<file path="config.mk">
export PLATFORM = sky130hd
export DESIGN_NAME = console_line_splitter_banner_detect
export DESIGN_NICKNAME = d
export VERILOG_FILES = /design/src/rtl/clsbd_pkg.sv /design/src/rtl/console_line_splitter_banner_detect.sv
export SDC_FILE = /design/constraint.sdc
export NUM_CORES = 1
export LEC_CHECK = 0
export BUFFER_PORTS_ARGS = -buffer_cell sky130_fd_sc_hd__buf_4
export CELL_PAD_IN_SITES_DETAIL_PLACEMENT = 0
export CELL_PAD_IN_SITES_GLOBAL_PLACEMENT = 2
export CORE_MARGIN = 3
export CORE_UTILIZATION = 40
export DETAILED_ROUTE_END_ITERATION = 7
export PLACE_DENSITY_LB_ADDON = 0.12
export RECOVER_POWER = 25
export SYNTH_ARGS = -nofsm -noshare
export SYNTH_HDL_FRONTEND = slang
export SYNTH_SLANG_ARGS = --single-unit
</file>
<file path="constraint.sdc">
create_clock -name clk -period 6.8 [get_ports clk]
set_clock_uncertainty 0.2 [all_clocks]
set_input_delay 0.68 -clock clk [delete_from_list [all_inputs] [get_ports clk]]
set_output_delay 0.68 -clock clk [all_outputs]
set_load 0.1 [all_outputs]
</file>
<file path="src/rtl/clsbd_pkg.sv">
// Shared constants, types and banner tables for the console line splitter.
package clsbd_pkg;

  localparam int LINE_MAX_DEF = 64;

  localparam int BANNER_A_LEN = 20;
  localparam int BANNER_B_LEN = 25;
  localparam int PROG_W       = 5;

  localparam logic [7:0] BYTE_LF = 8'd10;
  localparam logic [7:0] BYTE_CR = 8'd13;

  localparam logic [1:0] KIND_STATUS = 2'd0;
  localparam logic [1:0] KIND_LINE   = 2'd1;
  localparam logic [1:0] KIND_EMPTY  = 2'd2;

  typedef enum logic {
    ST_IDLE,
    ST_FLUSH
  } clsbd_state_t;

  function automatic logic [7:0] banner_a_byte(input logic [PROG_W-1:0] idx);
    logic [7:0] b;
    unique case (idx)
      5'd0:    b = 8'd72;
      5'd1:    b = 8'd101;
      5'd2:    b = 8'd108;
      5'd3:    b = 8'd108;
      5'd4:    b = 8'd111;
      5'd5:    b = 8'd32;
      5'd6:    b = 8'd102;
      5'd7:    b = 8'd114;
      5'd8:    b = 8'd111;
      5'd9:    b = 8'd109;
      5'd10:   b = 8'd32;
      5'd11:   b = 8'd85;
      5'd12:   b = 8'd110;
      5'd13:   b = 8'd105;
      5'd14:   b = 8'd107;
      5'd15:   b = 8'd114;
      5'd16:   b = 8'd97;
      5'd17:   b = 8'd102;
      5'd18:   b = 8'd116;
      5'd19:   b = 8'd33;
      default: b = 8'd0;
    endcase
    return b;
  endfunction

  function automatic logic [7:0] banner_b_byte(input logic [PROG_W-1:0] idx);
    logic [7:0] b;
    unique case (idx)
      5'd0:    b = 8'd85;
      5'd1:    b = 8'd78;
      5'd2:    b = 8'd68;
      5'd3:    b = 8'd69;
      5'd4:    b = 8'd82;
      5'd5:    b = 8'd76;
      5'd6:    b = 8'd79;
      5'd7:    b = 8'd82;
      5'd8:    b = 8'd68;
      5'd9:    b = 8'd95;
      5'd10:   b = 8'd67;
      5'd11:   b = 8'd95;
      5'd12:   b = 8'd70;
      5'd13:   b = 8'd83;
      5'd14:   b = 8'd95;
      5'd15:   b = 8'd70;
      5'd16:   b = 8'd73;
      5'd17:   b = 8'd76;
      5'd18:   b = 8'd69;
      5'd19:   b = 8'd58;
      5'd20:   b = 8'd32;
      5'd21:   b = 8'd80;
      5'd22:   b = 8'd65;
      5'd23:   b = 8'd83;
      5'd24:   b = 8'd83;
      default: b = 8'd0;
    endcase
    return b;
  endfunction

  function automatic logic [PROG_W-1:0] advance_a(input logic [PROG_W-1:0] prog,
                                                  input logic [7:0] b);
    logic [PROG_W-1:0] r;
    if (prog < PROG_W'(BANNER_A_LEN) && b == banner_a_byte(prog)) begin
      r = prog + PROG_W'(1);
    end else begin
      r = (b == banner_a_byte(PROG_W'(0))) ? PROG_W'(1) : PROG_W'(0);
    end
    return r;
  endfunction

  function automatic logic [PROG_W-1:0] advance_b(input logic [PROG_W-1:0] prog,
                                                  input logic [7:0] b);
    logic [PROG_W-1:0] r;
    if (prog < PROG_W'(BANNER_B_LEN) && b == banner_b_byte(prog)) begin
      r = prog + PROG_W'(1);
    end else begin
      r = (b == banner_b_byte(PROG_W'(0))) ? PROG_W'(1) : PROG_W'(0);
    end
    return r;
  endfunction

endpackage

</file>
<file path="src/rtl/console_line_splitter_banner_detect.sv">
// Console line splitter with banner detection: line store memory, flush sequencer, output register.
// Each console byte is one input item. An ordinary byte, while fewer than LINE_MAX-1 bytes are
// stored, or a line end on an empty line, is taken and gives one result. A line end on a line
// of n stored bytes, or an ordinary byte arriving when LINE_MAX-1 bytes are stored, starts a
// flush that reads the line memory one byte per cycle, while the output register is free,
// through its single registered read port; no new item is accepted during the flush. An output
// register holds each result; a new item is taken no earlier than the cycle in which the previous
// result leaves. Results carry the sticky started flag, set once either banner string has matched.
module console_line_splitter_banner_detect #(
  parameter int LINE_MAX = clsbd_pkg::LINE_MAX_DEF
) (
  input  logic       clk,
  input  logic       rst_n,
  input  logic       in_valid,
  output logic       in_ready,
  input  logic [7:0] in_byte,
  output logic       out_valid,
  input  logic       out_ready,
  output logic [1:0] out_result_kind,
  output logic [7:0] out_line_byte,
  output logic       out_last_of_input,
  output logic       out_started
);

  localparam int DEPTH  = LINE_MAX - 1;
  localparam int ADDR_W = (DEPTH > 1) ? $clog2(DEPTH) : 1;
  localparam int LEN_W  = $clog2(LINE_MAX);
  localparam int PW     = clsbd_pkg::PROG_W;

  logic [7:0] line_mem [0:DEPTH-1];

  clsbd_pkg::clsbd_state_t state_r, state_nxt;
  logic [LEN_W-1:0]  len_r, len_nxt;
  logic [PW-1:0]     prog_a_r, prog_a_nxt;
  logic [PW-1:0]     prog_b_r, prog_b_nxt;
  logic              started_r, started_nxt;
  logic              out_valid_r, out_valid_nxt;
  logic [1:0]        kind_r, kind_nxt;
  logic [7:0]        byte_r, byte_nxt;
  logic              last_r, last_nxt;
  logic              ostart_r, ostart_nxt;
  logic [ADDR_W-1:0] rd_idx_r, rd_idx_nxt;
  logic              pend_vld_r, pend_vld_nxt;
  logic [7:0]        pend_byte_r, pend_byte_nxt;
  logic [7:0]        rd_data_r;

  logic              rd_en;
  logic [ADDR_W-1:0] rd_addr;
  logic              wr_en;
  logic [ADDR_W-1:0] wr_addr;
  logic [7:0]        wr_data;

  logic slot_free;
  logic accept;
  logic is_eol;
  logic full;
  logic is_last;
  logic [PW-1:0] adv_a;
  logic [PW-1:0] adv_b;

  assign slot_free = !out_valid_r || out_ready;
  assign in_ready  = (state_r == clsbd_pkg::ST_IDLE) && slot_free;
  assign accept    = in_valid && in_ready;
  assign is_eol    = (in_byte == clsbd_pkg::BYTE_LF) || (in_byte == clsbd_pkg::BYTE_CR);
  assign full      = (len_r == LEN_W'(LINE_MAX - 1));
  assign is_last   = ((LEN_W'(rd_idx_r) + LEN_W'(1)) == len_r);
  assign adv_a     = clsbd_pkg::advance_a(prog_a_r, in_byte);
  assign adv_b     = clsbd_pkg::advance_b(prog_b_r, in_byte);

  assign out_valid         = out_valid_r;
  assign out_result_kind   = kind_r;
  assign out_line_byte     = byte_r;
  assign out_last_of_input = last_r;
  assign out_started       = ostart_r;

  always_comb begin
    state_nxt     = state_r;
    len_nxt       = len_r;
    prog_a_nxt    = prog_a_r;
    prog_b_nxt    = prog_b_r;
    started_nxt   = started_r;
    out_valid_nxt = out_valid_r && !out_ready;
    kind_nxt      = kind_r;
    byte_nxt      = byte_r;
    last_nxt      = last_r;
    ostart_nxt    = ostart_r;
    rd_idx_nxt    = rd_idx_r;
    pend_vld_nxt  = pend_vld_r;
    pend_byte_nxt = pend_byte_r;
    rd_en         = 1'b0;
    rd_addr       = rd_idx_r;
    wr_en         = 1'b0;
    wr_addr       = len_r[ADDR_W-1:0];
    wr_data       = in_byte;
    unique case (state_r)
      clsbd_pkg::ST_IDLE: begin
        if (accept) begin
          if (!is_eol && !started_r) begin
            prog_a_nxt  = adv_a;
            prog_b_nxt  = adv_b;
            started_nxt = (adv_a == PW'(clsbd_pkg::BANNER_A_LEN)) ||
                          (adv_b == PW'(clsbd_pkg::BANNER_B_LEN));
          end
          priority if (is_eol && len_r == '0) begin
            out_valid_nxt = 1'b1;
            kind_nxt      = clsbd_pkg::KIND_EMPTY;
            byte_nxt      = 8'd0;
            last_nxt      = 1'b1;
            ostart_nxt    = started_r;
          end else if (is_eol || full) begin
            rd_en         = 1'b1;
            rd_addr       = '0;
            rd_idx_nxt    = '0;
            pend_vld_nxt  = !is_eol;
            pend_byte_nxt = in_byte;
            state_nxt     = clsbd_pkg::ST_FLUSH;
          end else begin
            wr_en         = 1'b1;
            len_nxt       = len_r + LEN_W'(1);
            out_valid_nxt = 1'b1;
            kind_nxt      = clsbd_pkg::KIND_STATUS;
            byte_nxt      = 8'd0;
            last_nxt      = 1'b1;
            ostart_nxt    = started_nxt;
          end
        end
      end
      clsbd_pkg::ST_FLUSH: begin
        if (slot_free) begin
          out_valid_nxt = 1'b1;
          kind_nxt      = clsbd_pkg::KIND_LINE;
          byte_nxt      = rd_data_r;
          last_nxt      = is_last;
          ostart_nxt    = started_r;
          if (is_last) begin
            len_nxt   = pend_vld_r ? LEN_W'(1) : LEN_W'(0);
            wr_en     = pend_vld_r;
            wr_addr   = '0;
            wr_data   = pend_byte_r;
            state_nxt = clsbd_pkg::ST_IDLE;
          end else begin
            rd_en      = 1'b1;
            rd_addr    = rd_idx_r + ADDR_W'(1);
            rd_idx_nxt = rd_idx_r + ADDR_W'(1);
          end
        end
      end
      default: state_nxt = clsbd_pkg::ST_IDLE;
    endcase
  end

  always_ff @(posedge clk) begin
    if (!rst_n) begin
      state_r     <= clsbd_pkg::ST_IDLE;
      len_r       <= '0;
      prog_a_r    <= '0;
      prog_b_r    <= '0;
      started_r   <= 1'b0;
      out_valid_r <= 1'b0;
    end else begin
      state_r     <= state_nxt;
      len_r       <= len_nxt;
      prog_a_r    <= prog_a_nxt;
      prog_b_r    <= prog_b_nxt;
      started_r   <= started_nxt;
      out_valid_r <= out_valid_nxt;
    end
  end

  always_ff @(posedge clk) begin
    kind_r      <= kind_nxt;
    byte_r      <= byte_nxt;
    last_r      <= last_nxt;
    ostart_r    <= ostart_nxt;
    rd_idx_r    <= rd_idx_nxt;
    pend_vld_r  <= pend_vld_nxt;
    pend_byte_r <= pend_byte_nxt;
  end

  always_ff @(posedge clk) begin
    if (wr_en) begin
      line_mem[wr_addr] <= wr_data;
    end
    if (rd_en) begin
      rd_data_r <= line_mem[rd_addr];
    end
  end

  a_flush_nonempty: assert property (@(posedge clk) disable iff (!rst_n)
    (state_r == clsbd_pkg::ST_FLUSH) |-> (len_r != '0))
    else $error("flush with empty line store");

  a_len_bound: assert property (@(posedge clk) disable iff (!rst_n)
    len_r <= LEN_W'(LINE_MAX - 1))
    else $error("line length past limit");

  a_started_sticky: assert property (@(posedge clk) disable iff (!rst_n)
    started_r |=> started_r)
    else $error("started flag cleared");

  a_busy_no_accept: assert property (@(posedge clk) disable iff (!rst_n)
    (state_r == clsbd_pkg::ST_FLUSH) |-> !in_ready)
    else $error("item accepted during flush");

  a_empty_is_last: assert property (@(posedge clk) disable iff (!rst_n)
    (out_valid_r && kind_r != clsbd_pkg::KIND_LINE) |-> last_r)
    else $error("status or empty-line result not last of item");

endmodule
</file>
==> results_dict.tcl, run 1 <==
set metrics [dict create \
    ys_ff_latch 572 \
    cellLeakagePower_nw 8.79 \
    hold_start "rst_n" \
    worstPathRequired_ps 7100 \
    min_period_ps 5680 \
    crit_start "rd_idx_r[2]" \
    arrival_ps 5980 \
    hold_buffers 0 \
    cpMostUsedCell "o41ai_1" \
    violations "max-capacitance violations, max-slew violations" \
    syn_area_sq_um 23900 \
    p_comb_share_pct 7.0 \
    max_freq_mhz 176 \
    post_cts_resized 0 \
    slew_violations 158 \
    wl_um 67200 \
    row_count 89 \
    min_path_type "in -> reg" \
    hold_viol 0 \
    cts_buffers 60 \
    num_vias 15100 \
    tns_ps 0 \
    clk_pin_slew_ps 60 \
    synth.area.top_cells "edfxtp_1 67%, nand2_1 6.6%, dfxtp_1 3.3%" \
    rsz0062_at_grt "false" \
    multi_input_area_sq_um 6520 \
    fin_crit_sh_pct 83.5 \
    drv_cap 6 \
    synth.most_common_cell "edfxtp_1" \
    layout.area.seq_sq_um 16800 \
    p_seq_share_pct 51.5 \
    synth_async_sr_flop_share_pct 0 \
    synth_common_cells "533 x edfxtp_1, 420 x nand2_1, 148 x nor2_1" \
    drt_iter0_markers 1101 \
    switching_share_pct 23.7 \
    fin_area_sq_um 26500 \
    grtUsageTotal_pct 21.3 \
    setup_viol 0 \
    status "finished with violations" \
    dieWidth_um 251 \
    r2r_start "rd_idx_r[2]" \
    grt_max_degree 133 \
    crit_type "reg -> reg" \
    synth_edf_count 533 \
    synth_nets 1944 \
    worstSkewPairLatency_ps 630 \
    fill_cells 5446 \
    dpl_cell_area_sq_um 24800 \
    intPower_w 0.00573 \
    antennaDiodeCount 0 \
    yosys_most_used_dff "edfxtp_1" \
    ys_seq_area_share_pct 70.2 \
    clockRootBuffer "clkbuf_16" \
    wire_per_inst_um 24.4 \
    cts.sinks 572 \
    p_switching_w 0.00178 \
    ys_warn_count 0 \
    ir_drop_mv 0.179 \
    die_h_um 251 \
    routabilityCongestion 0.824 \
    synth_largest_area_cell "edfxtp_1" \
    power_frac_clock_pct 41.6 \
    place_hpwl_um 41400 \
    cp-end-kind "flip-flop" \
    viasPerCell 5.49 \
    cp_slowest_cell "o41ai_1" \
    tightest_slew_ps 2400 \
    relSlewSlack_pct -62.4 \
    antenna_found_initial 3 \
    cts_tree "done" \
    yosysTopAreaCellShare_pct 66.9 \
    power_density_nw_per_um2 283 \
    cp_max_fo 9 \
    max_stage_delay_ps 1900 \
    cp-start-kind "flip-flop" \
    syn_inst 1914 \
    drc 0 \
    port-buffer-count 25 \
    ant_nets 0 \
    ioPinCount 26 \
    drive_gt1_share_pct 6.38 \
    cts_setup_buffers 0 \
    syn_area_per_cell_sq_um 12.5 \
    cts.path.max_buffers 3 \
    start_util_pct 40.5 \
    dieArea_sq_um 62800 \
    grt_pass1_wl_um 99100 \
    htreeDepth 2 \
    firstDrtPassIters 5 \
    syn2layout_area_growth_pct 10.9 \
    fp.coreArea_sq_um 59100 \
    fin_nets 1953 \
    path_cells "nand3_1, o21a_1, o2111ai_1, o21ai_2, o41ai_1, nand2_1, o41ai_1, a211o_1" \
    first_global_vias 14700 \
    grt_overflow 0 \
    ys_types 73 \
]
[per-layer routing]
metal / vias to the layer above / global-route usage (%) / routed length [um]
met5: - / 0 / 31
met4: 4 / 5.73 / 1690
met3: 104 / 4.79 / 3950
met2: 377 / 33.2 / 30600
met1: 7545 / 30.2 / 30800
li1: 7059 / - / -
[layout make-up]
| cell class | count | area share, % |
|---|---|---|
| flip-flops and latches | 572 | 63.3 |
| clock inverters | 35 | 1.03 |
| repair buffers | 51 | 1.20 |
| well taps | 773 | 3.65 |
| inverters | 23 | 0.354 |
| multi-input cells | 1215 | 24.6 |
| clock buffers | 78 | 5.92 |
[cell families (layout without fill, tap and decap cells)]
group / Yosys count / after routing / share of synthesized area, %
multiplexers: 55 / 55 / 2.45
buffers and inverters: 127 / 187 / 2.57
AND/OR/NAND/NOR: 830 / 830 / 15.2
XOR/XNOR: 26 / 26 / 0.952
flip-flops: 572 / 572 / 70.2
AO/OA/AOI/OAI: 286 / 286 / 7.76
adder cells (fa/ha/maj): 18 / 18 / 0.941
[power groups by stage]
stage	registers, W	logic (W)	clock network, W
2_1_floorplan	0.00396	0.000309	0
3_3_place_gp	0.00394	0.000542	0
3_5_place_dp	0.00394	0.000542	0
4_1_cts	0.00387	0.000543	0.00320
5_1_grt	0.00387	0.000572	0.00333
6_report	0.00387	0.000525	0.00312
[per-stage QoR]
step	worst slack (ps)	hold slack, ps	util, %	power, W	cells
2_1_floorplan	2800	206	-	0.00427	1914
3_3_place_gp	1240	302	42.0	0.00448	2634
3_5_place_dp	1210	317	42.0	0.00448	2634
4_1_cts	1780	51.7	45.1	0.00760	2747
5_1_grt	773	194	44.9	0.00777	2747
6_report	1120	211	44.9	0.00752	2747
[worst paths after layout]
kind | end | slack [ps] | depth (start not counted)
min | started_r | 210 | 2
max reg2reg | rd_data_r[1] | 1120 | 8
min reg2reg | prog_b_r[1] | 320 | 2
max | rd_data_r[1] | 1120 | 8
[sequential cells by signal (all words and copies together), names as in the netlist, named ones only]
signal             count
line_mem             504
out_line_byte          8
pend_byte_r            8
rd_data_r              8
len_r                  6
rd_idx_r               6
prog_a_r               5
prog_b_r               5
out_result_kind        2
out_last_of_input      1
out_started            1
out_valid              1
pend_vld_r             1
started_r              1
state_r                1
[layout by cell type (no fill, tap or decap), types with 6 or more instances in the layout]
master | Yosys | final
mux2i_1 | 41 | 41
nand2_1 | 420 | 420
o22ai_1 | 21 | 21
and3_1 | 25 | 25
o21a_1 | 8 | 8
a31oi_1 | 61 | 61
inv_1 | 18 | 18
nand4_1 | 16 | 16
a221oi_1 | 7 | 7
mux2_1 | 0 | 7
clkinv_1 | 2 | 16
edfxtp_1 | 533 | 533
and2_0 | 0 | 12
a211o_1 | 8 | 8
nor3_1 | 14 | 14
a21boi_0 | 6 | 6
and2_1 | 20 | 7
clkbuf_16 | 0 | 60
dfxtp_1 | 39 | 39
buf_4 | 5 | 25
o41ai_1 | 6 | 7
nor2b_1 | 18 | 18
clkinv_2 | 0 | 13
clkbuf_1 | 40 | 42
a211oi_1 | 14 | 15
xor2_1 | 11 | 10
a22oi_1 | 10 | 10
o21ai_0 | 48 | 50
a32oi_1 | 9 | 9
a21oi_1 | 57 | 57
nor2_1 | 148 | 148
ha_1 | 18 | 18
xnor2_1 | 15 | 15
nand3_1 | 137 | 137
[worst max-delay path: cells and delay by family (launching register included)]
kind | cells | cell delay [ps]
flip-flops | 1 | 560
AND/OR/NAND/NOR | 2 | 1080
AO/OA/AOI/OAI | 6 | 3700
Note: power is estimated with default switching activity, not from simulation.
==> run 2, diff against run 1 <==
clock period = 5.8 ns   (was 6.8 ns; I/O delays follow)
==> run 2 against run 1 <==
  * The run still ends with max-capacitance violations, max-slew violations left
  * Worst setup slack got worse by 550 ps
  * Critical path depth up 5
  * First-iteration DRC count grew 15%
  * Clock power up 25%
  * Cell count increased by 0.80%
  * Core utilization is 0.64 points higher
  * Count of clock-buffer cells in the layout fell by 5
  * Sequential cell count unchanged
  * Global-route usage rose by 0.077 points
  * Routed wire length rose by 0.32%
  * Hold slack got worse by 82 ps
  * Sequential share of layout area decreased by 0.89 points
  * Largest cell class unchanged
==> results_dict.tcl, run 2 (synthesis gave the netlist of run 1 again) <==
set metrics [dict create \
    status "finished with violations" \
    violations "max-capacitance violations, max-slew violations" \
    antenna_found_initial 4 \
    gr-usage-met2_pct 33.3 \
    power_density_nw_per_um2 337 \
    cp_slowest_cell "or4b_1" \
    cts_setup_buffers 0 \
    ioPinCount 26 \
    grt_use_met1_pct 30.9 \
    p_switching_w 0.00210 \
    setup_viol 0 \
    wire_per_inst_um 24.3 \
    cts_tree "done" \
    min_period_ps 5230 \
    num_vias 15400 \
    grt_max_degree 133 \
    fin_nets 1975 \
    largest_register_ffs 504 \
    relSlewSlack_pct -26.1 \
    port-buffer-count 25 \
    place_hpwl_um 41400 \
    clockRootBuffer "clkbuf_16" \
    cp-end-kind "flip-flop" \
    dieArea_sq_um 62800 \
    hold_buffers 8 \
    layout.area.seq_sq_um 16800 \
    drv_cap 5 \
    cp_top_family "compound AO/OA/AOI/OAI gates" \
    grtUsageTotal_pct 21.4 \
    wl_um 67400 \
    drc 0 \
    hold_viol 0 \
    cp-start-kind "primary input" \
    ant_nets 0 \
    slew_violations 152 \
    drt_iter0_markers 1267 \
    start_util_pct 40.5 \
    fin_crit_sh_pct 90.1 \
    mostFrequentLayoutCells "533 x edfxtp_1, 420 x nand2_1, 148 x nor2_1" \
    drive_gt1_share_pct 7.57 \
    grt_pass1_wl_um 99900 \
    fill_cells 5378 \
    r2r_setup_slack_ps 610 \
    p_seq_share_pct 50.1 \
    ir_drop_mv 0.245 \
    use_met3_pct 4.02 \
    worstSkewPairLatency_ps 620 \
    dp.cells 2647 \
    first_global_vias 15000 \
    firstDrtPassIters 5 \
    cts_buffers 61 \
    switching_share_pct 23.2 \
    cellLeakagePower_nw 8.96 \
    row_count 89 \
    grt_overflow 0 \
    cp_max_fo 14 \
    arrival_ps 5500 \
    layout_commonest_cell "edfxtp_1" \
    post_cts_resized 0 \
    tightest_slew_ps 1870 \
    instances_no_fill 2769 \
    fp.coreArea_sq_um 59100 \
    max_freq_mhz 191 \
    max_stage_delay_ps 530 \
    tns_ps 0 \
    cts.sinks 572 \
    power_frac_clock_pct 43.1 \
    htreeDepth 2 \
    cts.path.max_buffers 3 \
    multi_input_area_sq_um 6530 \
    crit_type "in -> reg" \
    rsz0062_at_grt "false" \
    largest_register "line_mem" \
    syn2layout_area_growth_pct 12.5 \
    viasPerCell 5.56 \
    worstPathRequired_ps 6070 \
    die_h_um 251 \
    dieWidth_um 251 \
    path_cells "dlygate4sd3_1, clkbuf_1, or4b_1, a211oi_4, mux2_1, or2_2, mux2_2, a21oi_1, inv_1, nand3_1, o22ai_1, a31oi_1, a211o_1" \
    min_path_type "in -> reg" \
    routabilityCongestion 0.840 \
    busiest_layer "met2" \
    clk_pin_slew_ps 60 \
    intPower_w 0.00696 \
    crit_buf_inv 3 \
    post-route-util_pct 45.5 \
    p_comb_share_pct 6.9 \
]
[run 2: changes by cell type in the layout (fill, tap and decap cells not counted), sizes merged, moves of 4 or more]
cell,change
bufinv,+4
clkinv,-4
buf,+9
dlygate4sd3,+8
clkinvlp,+6
[run 2: final cells by class]
class,count,share of cell area [%]
flip-flops and latches,572,62.4
multi-input cells,1215,24.3
repair buffers,72,1.98
inverters,23,0.349
clock inverters,40,1.45
clock buffers,73,5.95
well taps,773,3.60
diodes,1,0.00930
[run 2: power by group through the flow]
stage          Clock, W  Sequential, W  Combinational, W
2_1_floorplan         0        0.00465          0.000362
3_3_place_gp          0        0.00462          0.000638
3_5_place_dp          0        0.00462          0.000641
4_1_cts         0.00398        0.00453          0.000647
5_1_grt         0.00413        0.00453          0.000679
6_report        0.00390        0.00453          0.000624
[run 2: path summary, 6_finish.rpt]
check | startpoint | endpoint | cells after the start
worst max-delay path | in_byte[3] | rd_data_r[4] | 13
worst min-delay path | rst_n | len_r[0] | 2
worst max register to register | rd_idx_r[2] | rd_data_r[5] | 10
worst min register to register | started_r | started_r | 1
[run 2: stage by stage]
step | hold slack [ps] | area (sq um) | total power [W] | setup WS, ps
after floorplan | 206 | 23900 | 0.00501 | 1900
final | 129 | 26900 | 0.00906 | 572
after global placement | 300 | 25000 | 0.00526 | 675
after CTS | 89.7 | 27000 | 0.00916 | 758
after global routing | 119 | 26900 | 0.00934 | 310
after detailed placement | 310 | 25000 | 0.00526 | 691
[run 2: routing by layer]
layer / wire (um) / vias up / share of wire [%]
met4: 1570 / 2 / 2.3
met2: 30900 / 408 / 46
met3: 3990 / 105 / 5.9
met1: 30900 / 7772 / 46
met5: 13 / - / 0.019
li1: - / 7108 / -
==> run 3, diff against run 2 <==
CTS_BUF_LIST = sky130_fd_sc_hd__clkbuf_4 sky130_fd_sc_hd__clkbuf_8 sky130_fd_sc_hd__clkbuf_16   (was unset)
==> run 3 against run 2 <==
  * Via count is essentially flat
  * Critical path depth is the same
  * Cell count stayed put
  * First-iteration DRC count grew 8.8%
  * The flow still finishes with violations (max-capacitance violations, max-slew violations)
  * Non-clock buffer count did not move
  * Total power rose by 0.52%
  * Global-route usage about the same
  * Combinational power is essentially flat
  * Worst setup slack got worse by 51 ps
  * Sequential cell count unchanged
  * Cell area up 0.13%
  * Hold slack lost 2.6 ps
==> results_dict.tcl, run 3 (synthesis gave the netlist of run 1 again) <==
set metrics [dict create \
    fill_cells 5371 \
    place_ws_ps 691 \
    slew_violations 152 \
    layout.area.seq_sq_um 16800 \
    mostFrequentLayoutCells "533 x edfxtp_1, 420 x nand2_1, 148 x nor2_1" \
    ioPinCount 26 \
    grt_max_degree 133 \
    largest_register "line_mem" \
    fin_crit_sh_pct 91.0 \
    cp-end-kind "flip-flop" \
    place_hpwl_um 41400 \
    start_util_pct 40.5 \
    max_freq_mhz 189 \
    min_path_type "in -> reg" \
    die_h_um 251 \
    ir_drop_mv 0.244 \
    cp_max_fo 14 \
    fp.coreArea_sq_um 59100 \
    first_global_vias 15000 \
    fin_nets 1975 \
    violations "max-capacitance violations, max-slew violations" \
    dieArea_sq_um 62800 \
    grt_overflow 0 \
    cts.sinks 572 \
    clockRootBuffer "clkbuf_16" \
    num_vias 15400 \
    firstDrtPassIters 5 \
    power_density_nw_per_um2 338 \
    crit_type "in -> reg" \
    dieWidth_um 251 \
    layout_commonest_cell "edfxtp_1" \
    drt_iter0_markers 1378 \
    cts_tree "done" \
    cts_buffers 61 \
    routabilityCongestion 0.840 \
    wl_um 67300 \
    grt_pass1_wl_um 99900 \
    timing.final.ws_setup_ps 522 \
    tightest_slew_ps 1780 \
    hold_viol 0 \
    cp-start-kind "primary input" \
    largest_register_ffs 504 \
    relSlewSlack_pct -18.9 \
    dp.cells 2647 \
    instances_no_fill 2769 \
    min_period_ps 5280 \
    clk_pin_slew_ps 70 \
    drive_gt1_share_pct 8.02 \
    cts.path.max_buffers 3 \
    fin_area_sq_um 26900 \
    tns_ps 0 \
    post-route-util_pct 45.6 \
    htreeDepth 2 \
    setup_viol 0 \
    multi_input_area_sq_um 6530 \
    row_count 89 \
    drv_cap 5 \
    drc 0 \
    syn2layout_area_growth_pct 12.6 \
    viasPerCell 5.56 \
    port-buffer-count 25 \
    wire_per_inst_um 24.3 \
    arrival_ps 5550 \
    grtUsageTotal_pct 21.4 \
    rsz0062_at_grt "false" \
    antenna_found_initial 4 \
    status "finished with violations" \
    ant_nets 0 \
    worstPathRequired_ps 6070 \
    worstSkewPairLatency_ps 620 \
    dpl_cell_area_sq_um 25000 \
    cellLeakagePower_nw 8.99 \
    cts_setup_buffers 0 \
]
## run 3: changes by cell type in the layout (fill, tap and decap cells not counted)
cell | before | now
clkbuf_4 | 0 | 9
clkbuf_1 | 35 | 26
## run 3: worst paths after layout
path / from / cells after the start / to / slack [ps]
min reg2reg: started_r / 1 / started_r / 320
max reg2reg: rd_idx_r[2] / 10 / rd_data_r[5] / 740
min: rst_n / 2 / len_r[0] / 130
max: in_byte[3] / 13 / rd_data_r[4] / 520
## run 3: report_power, final
part / leakage, nW / internal (W) / total, W / switching, W
logic: 2.88 / 0.000161 / 0.000625 / 0.000464
registers: 5.12 / 0.00453 / 0.00453 / 0.00000825
clock network: 0.990 / 0.00231 / 0.00395 / 0.00163
## run 3: what timing repair did
action / CTS / global route
gates resized for setup: 0 / 0
hold buffers: 8 / 0
hold endpoints to repair: 8 / 0
## run 3: stage by stage
| stage | hold slack, ps | power, W |
|---|---|---|
| 3_3_place_gp | 300 | 0.00526 |
| 4_1_cts | 89.7 | 0.00920 |
| 2_1_floorplan | 206 | 0.00501 |
| 6_report | 126 | 0.00911 |
| 5_1_grt | 119 | 0.00938 |
| 3_5_place_dp | 310 | 0.00526 |
## run 3: cell type report
| type | instances | area share [%] |
|---|---|---|
| Sequential cell | 572 | 62.3 |
| Multi-Input combinational cell | 1215 | 24.2 |
| Clock buffer | 73 | 6.07 |
| Tap cell | 773 | 3.59 |
| Timing Repair Buffer | 72 | 1.98 |
| Clock inverter | 40 | 1.44 |
| Inverter | 23 | 0.348 |
| Antenna cell | 1 | 0.00929 |
## run 3: critical path, stage by stage
cell	delay, ps
dlygate4sd3_1	520
clkbuf_1	290
or4b_1	530
a211oi_4	380
mux2_1	450
or2_2	350
mux2_2	280
a21oi_1	410
inv_1	440
nand3_1	430
o22ai_1	160
a31oi_1	490
a211o_1	220
## run 3: metal layers
metal,track usage (%),wire length (um),vias to the layer above
li1,-,-,7104
met1,30.9,30700,7763
met2,33.3,31000,418
met3,4.02,4050,103
met4,5.87,1570,2
met5,0,13,-
